<file path="config.mk">
export PLATFORM = sky130hd
export DESIGN_NAME = virtio_mmio_transport_registers_top
export DESIGN_NICKNAME = d
export VERILOG_FILES = /design/src/rtl/core/vmmio_pkg.sv /design/src/rtl/core/vmmio_qregs.sv /design/src/rtl/core/virtio_mmio_transport_registers_top.sv
export SDC_FILE = /design/constraint.sdc
export NUM_CORES = 2
export LEC_CHECK = 0
export CORE_MARGIN = 3
export CORE_UTILIZATION = 42
export DETAILED_ROUTE_END_ITERATION = 10
export DONT_BUFFER_PORTS = 1
export MAX_ROUTING_LAYER = met4
export PLACE_DENSITY_LB_ADDON = 0.15
export SETUP_SLACK_MARGIN = 0.1
export SYNTH_ARGS = -nofsm -noshare
export SYNTH_HDL_FRONTEND = slang
export SYNTH_SLANG_ARGS = --single-unit
</file>
<file path="constraint.sdc">
create_clock -name clk -period 12.8 [get_ports clk]
set_clock_uncertainty 0.1 [all_clocks]
set_input_delay 1.92 -clock clk [delete_from_list [all_inputs] [get_ports clk]]
set_output_delay 1.92 -clock clk [all_outputs]
set_load 0.005 [all_outputs]
</file>
<file path="src/rtl/core/vmmio_pkg.sv">
// Shared constants, codes and types of the virtio-mmio transport register file.
package vmmio_pkg;

	localparam int QUEUE_COUNT_DEF = 8;
	localparam int QUEUE_MAX_LEN   = 256;

	localparam logic [31:0] MAGIC_WORD      = 32'h7472_6976;
	localparam logic [31:0] VERSION_WORD    = 32'd2;
	localparam logic [31:0] USED_BUFFER_BIT = 32'd1;
	localparam logic [3:0]  ACCESS_WORD     = 4'd4;

	localparam logic [1:0] KIND_READ  = 2'd0;
	localparam logic [1:0] KIND_WRITE = 2'd1;
	localparam logic [1:0] KIND_USED  = 2'd2;

	localparam logic [1:0] CFG_DEVICE_ID = 2'd0;
	localparam logic [1:0] CFG_VENDOR_ID = 2'd1;
	localparam logic [1:0] CFG_FEATURES  = 2'd2;

	localparam logic [7:0] OFF_MAGIC        = 8'h00;
	localparam logic [7:0] OFF_VERSION      = 8'h04;
	localparam logic [7:0] OFF_DEVICE_ID    = 8'h08;
	localparam logic [7:0] OFF_VENDOR_ID    = 8'h0C;
	localparam logic [7:0] OFF_DEV_FEAT     = 8'h10;
	localparam logic [7:0] OFF_DEV_FEAT_SEL = 8'h14;
	localparam logic [7:0] OFF_DRV_FEAT     = 8'h20;
	localparam logic [7:0] OFF_DRV_FEAT_SEL = 8'h24;
	localparam logic [7:0] OFF_QUEUE_SEL    = 8'h30;
	localparam logic [7:0] OFF_QUEUE_MAX    = 8'h34;
	localparam logic [7:0] OFF_QUEUE_LEN    = 8'h38;
	localparam logic [7:0] OFF_QUEUE_READY  = 8'h44;
	localparam logic [7:0] OFF_QUEUE_NOTIFY = 8'h50;
	localparam logic [7:0] OFF_IRQ_STATUS   = 8'h60;
	localparam logic [7:0] OFF_IRQ_ACK      = 8'h64;
	localparam logic [7:0] OFF_STATUS       = 8'h70;
	localparam logic [7:0] OFF_DESC_LO      = 8'h80;
	localparam logic [7:0] OFF_DESC_HI      = 8'h84;
	localparam logic [7:0] OFF_AVAIL_LO     = 8'h90;
	localparam logic [7:0] OFF_AVAIL_HI     = 8'h94;
	localparam logic [7:0] OFF_USED_LO      = 8'hA0;
	localparam logic [7:0] OFF_USED_HI      = 8'hA4;
	localparam logic [7:0] OFF_CONFIG_GEN   = 8'hFC;

	typedef enum logic [1:0] {
		RING_DESC,
		RING_AVAIL,
		RING_USED
	} ring_t;

	typedef struct packed {
		logic  len_we;
		logic  rdy_we;
		logic  ring_we;
		logic  ring_hi;
		ring_t ring_sel;
	} qwr_t;

	typedef struct packed {
		logic [15:0] len;
		logic        en;
		logic [63:0] desc;
		logic [63:0] avail;
		logic [63:0] used;
	} qrd_t;

endpackage

</file>
<file path="src/rtl/core/vmmio_qregs.sv">
// Per-queue length, ready bit and ring address registers.
module vmmio_qregs #(
	parameter int QUEUE_COUNT = vmmio_pkg::QUEUE_COUNT_DEF
) (
	input  logic                   clk,
	input  logic                   arst_n,
	input  logic                   clr,
	input  vmmio_pkg::qwr_t        wr,
	input  logic [$clog2((QUEUE_COUNT > 1) ? QUEUE_COUNT : 2)-1:0] idx,
	input  logic [31:0]            wdata,
	output vmmio_pkg::qrd_t        rd
);

	logic [15:0] len_q   [QUEUE_COUNT];
	logic        en_q    [QUEUE_COUNT];
	logic [63:0] desc_q  [QUEUE_COUNT];
	logic [63:0] avail_q [QUEUE_COUNT];
	logic [63:0] used_q  [QUEUE_COUNT];
	logic [63:0] ring_cur;
	logic [63:0] ring_new;

	always_comb begin
		rd.len   = len_q[idx];
		rd.en    = en_q[idx];
		rd.desc  = desc_q[idx];
		rd.avail = avail_q[idx];
		rd.used  = used_q[idx];
	end

	always_comb begin
		case (wr.ring_sel)
			vmmio_pkg::RING_DESC: begin
				ring_cur = desc_q[idx];
			end
			vmmio_pkg::RING_AVAIL: begin
				ring_cur = avail_q[idx];
			end
			vmmio_pkg::RING_USED: begin
				ring_cur = used_q[idx];
			end
			default: begin
				ring_cur = '0;
			end
		endcase
		if (wr.ring_hi) begin
			ring_new = {wdata, ring_cur[31:0]};
		end else begin
			ring_new = {ring_cur[63:32], wdata};
		end
	end

	always_ff @(posedge clk or negedge arst_n) begin
		if (!arst_n) begin
			for (int i = 0; i < QUEUE_COUNT; i++) begin
				len_q[i]   <= '0;
				en_q[i]    <= 1'b0;
				desc_q[i]  <= '0;
				avail_q[i] <= '0;
				used_q[i]  <= '0;
			end
		end else if (clr) begin
			for (int i = 0; i < QUEUE_COUNT; i++) begin
				len_q[i]   <= '0;
				en_q[i]    <= 1'b0;
				desc_q[i]  <= '0;
				avail_q[i] <= '0;
				used_q[i]  <= '0;
			end
		end else begin
			if (wr.len_we) begin
				len_q[idx] <= wdata[15:0];
			end
			if (wr.rdy_we) begin
				en_q[idx] <= |wdata;
			end
			if (wr.ring_we) begin
				case (wr.ring_sel)
					vmmio_pkg::RING_DESC: begin
						desc_q[idx] <= ring_new;
					end
					vmmio_pkg::RING_AVAIL: begin
						avail_q[idx] <= ring_new;
					end
					vmmio_pkg::RING_USED: begin
						used_q[idx] <= ring_new;
					end
					default: begin
					end
				endcase
			end
		end
	end

endmodule

</file>
<file path="src/rtl/core/virtio_mmio_transport_registers_top.sv">
// Top level of the virtio-mmio transport register file.
//
//  channel  direction  handshake                payload
//  in       request    in_valid / in_stall      kind, offset, access_size, write_data
//  out      result     out_valid / out_stall    read_data, access_error, irq_level,
//                                               notify_valid, notify_qid, device_reset
//  cfg      write      cfg_valid / cfg_ready    cfg_index, cfg_data
//
// One request per cycle while in_stall is low.
// Requests land in an input stage, then decode and register update fill the result register.
// Reset clears all transport state and the identity registers; no clearing pass.
// A stalled result holds; the input stage takes one more request if it is empty, then stalls the input.
// cfg_ready is always high.
module virtio_mmio_transport_registers_top #(
	parameter int QUEUE_COUNT = vmmio_pkg::QUEUE_COUNT_DEF
) (
	input  logic        clk,
	input  logic        arst_n,
	input  logic        in_valid,
	output logic        in_stall,
	input  logic [1:0]  kind,
	input  logic [7:0]  offset,
	input  logic [3:0]  access_size,
	input  logic [31:0] write_data,
	output logic        out_valid,
	input  logic        out_stall,
	output logic [31:0] read_data,
	output logic        access_error,
	output logic        irq_level,
	output logic        notify_valid,
	output logic [2:0]  notify_qid,
	output logic        device_reset,
	input  logic        cfg_valid,
	output logic        cfg_ready,
	input  logic [1:0]  cfg_index,
	input  logic [63:0] cfg_data
);

	localparam int QW = (QUEUE_COUNT > 1) ? $clog2(QUEUE_COUNT) : 1;

	logic        valid_s1;
	logic [1:0]  kind_s1;
	logic [7:0]  offset_s1;
	logic [3:0]  size_s1;
	logic [31:0] data_s1;

	logic [31:0] device_id_q;
	logic [31:0] vendor_id_q;
	logic [63:0] offered_q;

	logic [31:0] dev_sel_q, dev_sel_d;
	logic [31:0] drv_sel_q, drv_sel_d;
	logic [63:0] acc_q, acc_d;
	logic [31:0] qsel_q, qsel_d;
	logic [31:0] irq_q, irq_d;
	logic [7:0]  status_q, status_d;

	logic        out_valid_q;
	logic [31:0] read_data_q;
	logic        err_q;
	logic        irq_level_q;
	logic        notify_valid_q;
	logic [2:0]  notify_qid_q;
	logic        device_reset_q;

	logic        advance;
	logic        proc;
	logic        size_ok;
	logic        qok;
	logic [QW-1:0] q_idx;
	logic [31:0] rd_d;
	logic        err_d;
	logic        nv_d;
	logic [2:0]  nq_d;
	logic        drst_d;
	logic        qclr;
	vmmio_pkg::qwr_t qwr;
	vmmio_pkg::qrd_t qrd;

	assign advance   = !out_valid_q || !out_stall;
	assign proc      = valid_s1 && advance;
	assign in_stall  = valid_s1 && !advance;
	assign cfg_ready = 1'b1;
	assign size_ok   = (size_s1 == vmmio_pkg::ACCESS_WORD);
	assign qok       = (qsel_q < 32'(QUEUE_COUNT));
	assign q_idx     = qok ? qsel_q[QW-1:0] : '0;

	vmmio_qregs #(
		.QUEUE_COUNT(QUEUE_COUNT)
	) u_qregs (
		.clk    (clk),
		.arst_n (arst_n),
		.clr    (qclr),
		.wr     (qwr),
		.idx    (q_idx),
		.wdata  (data_s1),
		.rd     (qrd)
	);

	// hold the request until the result register can take it
	always_ff @(posedge clk or negedge arst_n) begin
		if (!arst_n) begin
			valid_s1 <= 1'b0;
		end else if (!in_stall) begin
			valid_s1 <= in_valid;
		end
	end

	always_ff @(posedge clk) begin
		if (in_valid && !in_stall) begin
			kind_s1   <= kind;
			offset_s1 <= offset;
			size_s1   <= access_size;
			data_s1   <= write_data;
		end
	end

	always_ff @(posedge clk or negedge arst_n) begin
		if (!arst_n) begin
			device_id_q <= '0;
			vendor_id_q <= '0;
			offered_q   <= '0;
		end else if (cfg_valid && cfg_ready) begin
			case (cfg_index)
				vmmio_pkg::CFG_DEVICE_ID: begin
					device_id_q <= cfg_data[31:0];
				end
				vmmio_pkg::CFG_VENDOR_ID: begin
					vendor_id_q <= cfg_data[31:0];
				end
				vmmio_pkg::CFG_FEATURES: begin
					offered_q <= cfg_data;
				end
				default: begin
				end
			endcase
		end
	end

	always_comb begin
		rd_d      = '0;
		err_d     = 1'b0;
		nv_d      = 1'b0;
		nq_d      = '0;
		drst_d    = 1'b0;
		qclr      = 1'b0;
		qwr       = '0;
		dev_sel_d = dev_sel_q;
		drv_sel_d = drv_sel_q;
		acc_d     = acc_q;
		qsel_d    = qsel_q;
		irq_d     = irq_q;
		status_d  = status_q;
		if (proc) begin
			case (kind_s1)
				vmmio_pkg::KIND_READ: begin
					if (!size_ok) begin
						err_d = 1'b1;
					end else begin
						case (offset_s1)
							vmmio_pkg::OFF_MAGIC: begin
								rd_d = vmmio_pkg::MAGIC_WORD;
							end
							vmmio_pkg::OFF_VERSION: begin
								rd_d = vmmio_pkg::VERSION_WORD;
							end
							vmmio_pkg::OFF_DEVICE_ID: begin
								rd_d = device_id_q;
							end
							vmmio_pkg::OFF_VENDOR_ID: begin
								rd_d = vendor_id_q;
							end
							vmmio_pkg::OFF_DEV_FEAT: begin
								if (dev_sel_q == 32'd0) begin
									rd_d = offered_q[31:0];
								end else if (dev_sel_q == 32'd1) begin
									rd_d = offered_q[63:32];
								end
							end
							vmmio_pkg::OFF_DEV_FEAT_SEL: begin
								rd_d = dev_sel_q;
							end
							vmmio_pkg::OFF_DRV_FEAT: begin
								rd_d = drv_sel_q[0] ? acc_q[63:32] : acc_q[31:0];
							end
							vmmio_pkg::OFF_DRV_FEAT_SEL: begin
								rd_d = drv_sel_q;
							end
							vmmio_pkg::OFF_QUEUE_SEL: begin
								rd_d = qsel_q;
							end
							vmmio_pkg::OFF_QUEUE_MAX: begin
								rd_d = qok ? 32'(vmmio_pkg::QUEUE_MAX_LEN) : '0;
							end
							vmmio_pkg::OFF_QUEUE_LEN: begin
								rd_d = qok ? {16'd0, qrd.len} : '0;
							end
							vmmio_pkg::OFF_QUEUE_READY: begin
								rd_d = qok ? {31'd0, qrd.en} : '0;
							end
							vmmio_pkg::OFF_IRQ_STATUS: begin
								rd_d = irq_q;
							end
							vmmio_pkg::OFF_STATUS: begin
								rd_d = {24'd0, status_q};
							end
							vmmio_pkg::OFF_DESC_LO: begin
								rd_d = qok ? qrd.desc[31:0] : '0;
							end
							vmmio_pkg::OFF_DESC_HI: begin
								rd_d = qok ? qrd.desc[63:32] : '0;
							end
							vmmio_pkg::OFF_AVAIL_LO: begin
								rd_d = qok ? qrd.avail[31:0] : '0;
							end
							vmmio_pkg::OFF_AVAIL_HI: begin
								rd_d = qok ? qrd.avail[63:32] : '0;
							end
							vmmio_pkg::OFF_USED_LO: begin
								rd_d = qok ? qrd.used[31:0] : '0;
							end
							vmmio_pkg::OFF_USED_HI: begin
								rd_d = qok ? qrd.used[63:32] : '0;
							end
							vmmio_pkg::OFF_CONFIG_GEN: begin
								rd_d = '0;
							end
							default: begin
								err_d = 1'b1;
							end
						endcase
					end
				end
				vmmio_pkg::KIND_WRITE: begin
					if (!size_ok) begin
						err_d = 1'b1;
					end else begin
						case (offset_s1)
							vmmio_pkg::OFF_DEV_FEAT_SEL: begin
								dev_sel_d = data_s1;
							end
							vmmio_pkg::OFF_DRV_FEAT: begin
								if (drv_sel_q[0]) begin
									acc_d = {data_s1, acc_q[31:0]};
								end else begin
									acc_d = {acc_q[63:32], data_s1};
								end
							end
							vmmio_pkg::OFF_DRV_FEAT_SEL: begin
								drv_sel_d = data_s1;
							end
							vmmio_pkg::OFF_QUEUE_SEL: begin
								qsel_d = data_s1;
							end
							vmmio_pkg::OFF_QUEUE_LEN: begin
								qwr.len_we = qok;
							end
							vmmio_pkg::OFF_QUEUE_READY: begin
								qwr.rdy_we = qok;
							end
							vmmio_pkg::OFF_QUEUE_NOTIFY: begin
								if (data_s1 < 32'(QUEUE_COUNT)) begin
									nv_d = 1'b1;
									nq_d = data_s1[2:0];
								end
							end
							vmmio_pkg::OFF_IRQ_ACK: begin
								irq_d = irq_q & ~data_s1;
							end
							vmmio_pkg::OFF_STATUS: begin
								status_d = data_s1[7:0];
								if (data_s1[7:0] == 8'd0) begin
									dev_sel_d = '0;
									drv_sel_d = '0;
									acc_d     = '0;
									qsel_d    = '0;
									irq_d     = '0;
									qclr      = 1'b1;
									drst_d    = 1'b1;
								end
							end
							vmmio_pkg::OFF_DESC_LO: begin
								qwr.ring_we  = qok;
								qwr.ring_sel = vmmio_pkg::RING_DESC;
							end
							vmmio_pkg::OFF_DESC_HI: begin
								qwr.ring_we  = qok;
								qwr.ring_hi  = 1'b1;
								qwr.ring_sel = vmmio_pkg::RING_DESC;
							end
							vmmio_pkg::OFF_AVAIL_LO: begin
								qwr.ring_we  = qok;
								qwr.ring_sel = vmmio_pkg::RING_AVAIL;
							end
							vmmio_pkg::OFF_AVAIL_HI: begin
								qwr.ring_we  = qok;
								qwr.ring_hi  = 1'b1;
								qwr.ring_sel = vmmio_pkg::RING_AVAIL;
							end
							vmmio_pkg::OFF_USED_LO: begin
								qwr.ring_we  = qok;
								qwr.ring_sel = vmmio_pkg::RING_USED;
							end
							vmmio_pkg::OFF_USED_HI: begin
								qwr.ring_we  = qok;
								qwr.ring_hi  = 1'b1;
								qwr.ring_sel = vmmio_pkg::RING_USED;
							end
							default: begin
								err_d = 1'b1;
							end
						endcase
					end
				end
				vmmio_pkg::KIND_USED: begin
					irq_d = irq_q | vmmio_pkg::USED_BUFFER_BIT;
				end
				default: begin
				end
			endcase
		end
	end

	// advance transport state
	always_ff @(posedge clk or negedge arst_n) begin
		if (!arst_n) begin
			dev_sel_q <= '0;
			drv_sel_q <= '0;
			acc_q     <= '0;
			qsel_q    <= '0;
			irq_q     <= '0;
			status_q  <= '0;
		end else if (proc) begin
			dev_sel_q <= dev_sel_d;
			drv_sel_q <= drv_sel_d;
			acc_q     <= acc_d;
			qsel_q    <= qsel_d;
			irq_q     <= irq_d;
			status_q  <= status_d;
		end
	end

	always_ff @(posedge clk or negedge arst_n) begin
		if (!arst_n) begin
			out_valid_q <= 1'b0;
		end else if (advance) begin
			out_valid_q <= valid_s1;
		end
	end

	always_ff @(posedge clk) begin
		if (proc) begin
			read_data_q    <= rd_d;
			err_q          <= err_d;
			irq_level_q    <= |irq_d;
			notify_valid_q <= nv_d;
			notify_qid_q   <= nq_d;
			device_reset_q <= drst_d;
		end
	end

	assign out_valid    = out_valid_q;
	assign read_data    = read_data_q;
	assign access_error = err_q;
	assign irq_level    = irq_level_q;
	assign notify_valid = notify_valid_q;
	assign notify_qid   = notify_qid_q;
	assign device_reset = device_reset_q;

	a_err_clean: assert property (@(posedge clk) disable iff (!arst_n)
		out_valid && access_error |-> read_data == '0 && !notify_valid && !device_reset)
		else $error("error result carries data or side effects");

	a_reset_quiet: assert property (@(posedge clk) disable iff (!arst_n)
		out_valid && device_reset |-> !irq_level && !notify_valid)
		else $error("transport reset result shows interrupt or notify");

	a_notify_idle: assert property (@(posedge clk) disable iff (!arst_n)
		out_valid && !notify_valid |-> notify_qid == '0)
		else $error("queue index without notify");

	a_stall_hold: assert property (@(posedge clk) disable iff (!arst_n)
		in_stall |=> valid_s1 && $stable(data_s1) && $stable(offset_s1))
		else $error("input stage lost a held request");

endmodule

</file>
==> impl_metrics.sql <==
INSERT INTO impl_metrics (metric_group, metric, value, unit) VALUES
('run_status', 'outcome', 'finished clean', ''),
('global_route', 'grt_max_degree', '279', ''),
('global_route', 'grt_first_pass_wirelength', '612000', 'um'),
('yosys', 'synth_flop_cell', 'sky130_fd_sc_hd__dfrtp_1', ''),
('place', 'numPlacedInstances', '12423', ''),
('floorplanning', 'chipWidth', '489', 'um'),
('yosys', 'ys_ff_latch', '2087', ''),
('sta', 'fin_crit_sh', '51.6', '%'),
('cells_and_area', 'final_layout_size_suffix_gt1_share', '12.2', '%'),
('floorplanning', 'start_util', '42.4', '%'),
('cells_and_area', 'fillCellCount', '21634', ''),
('sta', 'finalHoldViolCount', '0', ''),
('critical_path', 'path_max_fanout', '33', ''),
('cts', 'root_buffer', 'sky130_fd_sc_hd__clkbuf_16', ''),
('global_route', 'grt.total_usage', '36.4', '%'),
('yosys', 'synth_commonest_cells', 'sky130_fd_sc_hd__nand2_1 (2157), sky130_fd_sc_hd__dfrtp_1 (2002), sky130_fd_sc_hd__o21ai_0 (1064), sky130_fd_sc_hd__a21oi_1 (817), sky130_fd_sc_hd__clkbuf_1 (629)', ''),
('yosys', 'synthesis.instances', '10141', ''),
('floorplanning', 'floorplan.rows', '176', ''),
('cts', 'cts_setup_buffers', '0', ''),
('yosys', 'ys_types', '96', ''),
('yosys', 'synth_most_common_cell', 'sky130_fd_sc_hd__nand2_1', ''),
('yosys', 'share_of_flip_flops_with_an_asynchronous_set_or_reset', '95.9', '%'),
('sta', 'fin_tns_setup', '0', 'ns'),
('cells_and_area', 'nNetsFinal', '9749', ''),
('cts', 'clk_path_buf_depth', '3', ''),
('detailed_routing', 'wl_per_cell', '33.4', 'um'),
('critical_path', 'critical_path_required', '13.50', 'ns'),
('job', 'maxCapViolations', '0', ''),
('cts', 'clock_tree_from_tritoncts', 'done', ''),
('yosys', 'synth_simple_gate_area_share', '14.3', '%'),
('worst_hold_path', 'hold_path_class', 'reg -> reg', ''),
('cells_and_area', 'finalInstanceArea', '108000', 'um^2'),
('detailed_routing', 'drc', '0', ''),
('cells_and_area', 'final_cells', '12887', ''),
('critical_path', 'arrival', '7.30', 'ns'),
('yosys', 'syn-cell-area', '98000', 'um^2'),
('critical_path', 'timing.critical_path.to_type', 'flop', ''),
('power_and_ir_drop', 'ir_drop', '0.156', 'mV'),
('detailed_routing', 'drt-total-wl', '431000', 'um'),
('critical_path', 'worst_r2r_startpoint', 'qsel_q[2]$_DFFE_PN0P_', ''),
('cts', 'total_clock_buffers_created_by_cts', '226', ''),
('floorplanning', 'die-area', '239000', 'um^2'),
('yosys', 'main_combinational_cell_family_by_area_after_synthesis', 'compound AO/OA/AOI/OAI gates', ''),
('yosys', 'synth_compound_gate_area_share', '19.6', '%'),
('critical_path', 'critical_path.most_common_cell', 'sky130_fd_sc_hd__buf_4', ''),
('detailed_routing', 'drtAntennaViolNets', '0', ''),
('floorplanning', 'fp.coreArea', '231000', 'um^2'),
('critical_path', 'worst_setup_path_startpoint', 'qsel_q[2]$_DFFE_PN0P_', ''),
('place', 'postPlaceCellArea', '100000', 'um^2'),
('sta', 'worst_slew_margin', '6.45', '%'),
('power_and_ir_drop', 'pwr_density_cell', '131', 'nW/um^2'),
('critical_path', 'crit_path_max_incr_delay', '1.14', 'ns'),
('global_route', 'antenna_found_initial', '32', ''),
('sta', 'layout_min_cycle_time', '6.61', 'ns'),
('yosys', 'yosys.area_share.xor_xnor', '0', '%'),
('critical_path', 'cpMaxStageDelayCell', 'sky130_fd_sc_hd__a31oi_2', ''),
('cts', 'clk-insertion-delay-late', '0.91', 'ns'),
('yosys', 'synth_seq_area_share', '53.7', '%'),
('yosys', 'share_of_synthesized_cell_area_in_full_adder_half_adder_and_majority_cells', '0.0383', '%'),
('cts', 'h-tree-depth', '4', ''),
('yosys', 'syn-mean-instance-area', '9.66', 'um^2'),
('cts', 'clkSlewWorstSetupHoldPaths', '0.06', 'ns'),
('global_route', 'global_route.overflow_total', '0', ''),
('power_and_ir_drop', 'static_leak', '44.6', 'nW'),
('cts', 'clock_sinks', '2087', ''),
('critical_path', 'setup.worst_path.class', 'reg -> reg', ''),
('sta', 'unrepaired_setup_endpoints_after_global_routing', 'false', ''),
('cts', 'postCtsHoldBufs', '0', ''),
('place', 'dpl.hpwl', '250000', 'um'),
('detailed_routing', 'drt-pass1-iter-count', '11', ''),
('worst_hold_path', 'hold_start', 'u_qregs.desc_q[275]$_DFFE_PN0P_', '');
-- area by class of cell --
cell class	instances	area (um^2)	area share (%)
Multi-Input combinational cell	6975	41200	38.1
Timing Repair Buffer	265	2410	2.23
Clock inverter	84	1050	0.969
Clock buffer	336	6690	6.19
Antenna cell	40	100	0.0925
Inverter	74	280	0.259
Sequential cell	2087	52700	48.7
Tap cell	3026	3790	3.50
-- per-layer routing --
layer / track usage, % / vias to the layer above / share of wire, % / routed length [um]
li1: - / 35252 / - / -
met1: 46.7 / 43214 / 39 / 169000
met2: 50.9 / 5418 / 42 / 182000
met3: 11.5 / 1330 / 12 / 52900
met4: 20.1 / 0 / 6.3 / 27300
met5: - / - / 0 / 0
-- registers in the layout, summed over array words and instances, names as in the netlist, 32 cells and up --
name,flops
u_qregs.desc_q,512
data_s1,32
device_id_q,32
offered_q,64
u_qregs.len_q,128
vendor_id_q,32
u_qregs.avail_q,512
acc_q,64
qsel_q,32
dev_sel_q,32
u_qregs.used_q,512
irq_q,32
read_data,32
drv_sel_q,32
-- critical path, delay by kind of cell, from the launching register on --
family,cells,cell delay (ns)
buf+inv,3,1.70
flops,1,0.90
compound gates,6,2.76
simple gates,2,0.97
-- cells by family (layout without fill, tap and decap cells) --
| group | Yosys count | after routing |
|---|---|---|
| fa+ha+maj | 3 | 3 |
| buf+inv | 1079 | 759 |
| compound gates | 3086 | 3086 |
| mux | 591 | 591 |
| simple gates | 3294 | 3294 |
| flops | 2087 | 2087 |
| other cells | 1 | 41 |
-- layout by cell type, fill, tap and decap left out, types with 67 or more instances in the layout --
cell,n
sky130_fd_sc_hd__a21oi_1,815
sky130_fd_sc_hd__edfxtp_1,85
sky130_fd_sc_hd__buf_4,240
sky130_fd_sc_hd__clkbuf_16,229
sky130_fd_sc_hd__mux2i_1,230
sky130_fd_sc_hd__nand2_1,2127
sky130_fd_sc_hd__mux2_2,276
sky130_fd_sc_hd__a221oi_1,90
sky130_fd_sc_hd__inv_1,71
sky130_fd_sc_hd__nor2_1,196
sky130_fd_sc_hd__mux4_2,82
sky130_fd_sc_hd__a211oi_1,68
sky130_fd_sc_hd__dfrtp_1,1998
sky130_fd_sc_hd__nand3_1,555
sky130_fd_sc_hd__o221ai_1,87
sky130_fd_sc_hd__o21ai_0,1056
sky130_fd_sc_hd__o22ai_1,259
sky130_fd_sc_hd__o211ai_1,67
sky130_fd_sc_hd__a22o_1,85
-- power by group --
group | leakage, nW | internal, W | switching [W]
Clock | 3.82 | 0.00397 | 0.00288
Combinational | 12.2 | 0.000115 | 0.000356
Sequential | 28.5 | 0.00674 | 0.0000682
-- stage by stage --
step | total power, W | setup WS [ns] | util [%]
after floorplan | 0.00709 | 6.11 | -
after global placement | 0.00737 | 5.98 | 43.4
after detailed placement | 0.00738 | 5.92 | 43.4
after CTS | 0.0142 | 6.59 | 46.7
after global routing | 0.0145 | 6.28 | 46.8
final | 0.0141 | 6.19 | 46.8
-- final timing paths --
check	end	slack, ns	cells after the start
worst max-delay path	u_qregs.avail_q[155]$_DFFE_PN0P_	6.19	11
worst min-delay path	u_qregs.desc_q[275]$_DFFE_PN0P_	0.37	2
worst max register to register	u_qregs.avail_q[155]$_DFFE_PN0P_	6.19	11
worst min register to register	u_qregs.desc_q[275]$_DFFE_PN0P_	0.37	2
max in group asynchronous	u_qregs.used_q[44]$_DFFE_PN0P_	8.05	6
min in group asynchronous	out_valid$_DFFE_PN0N_	0.61	0
Note: power is estimated with default switching activity, not from simulation.
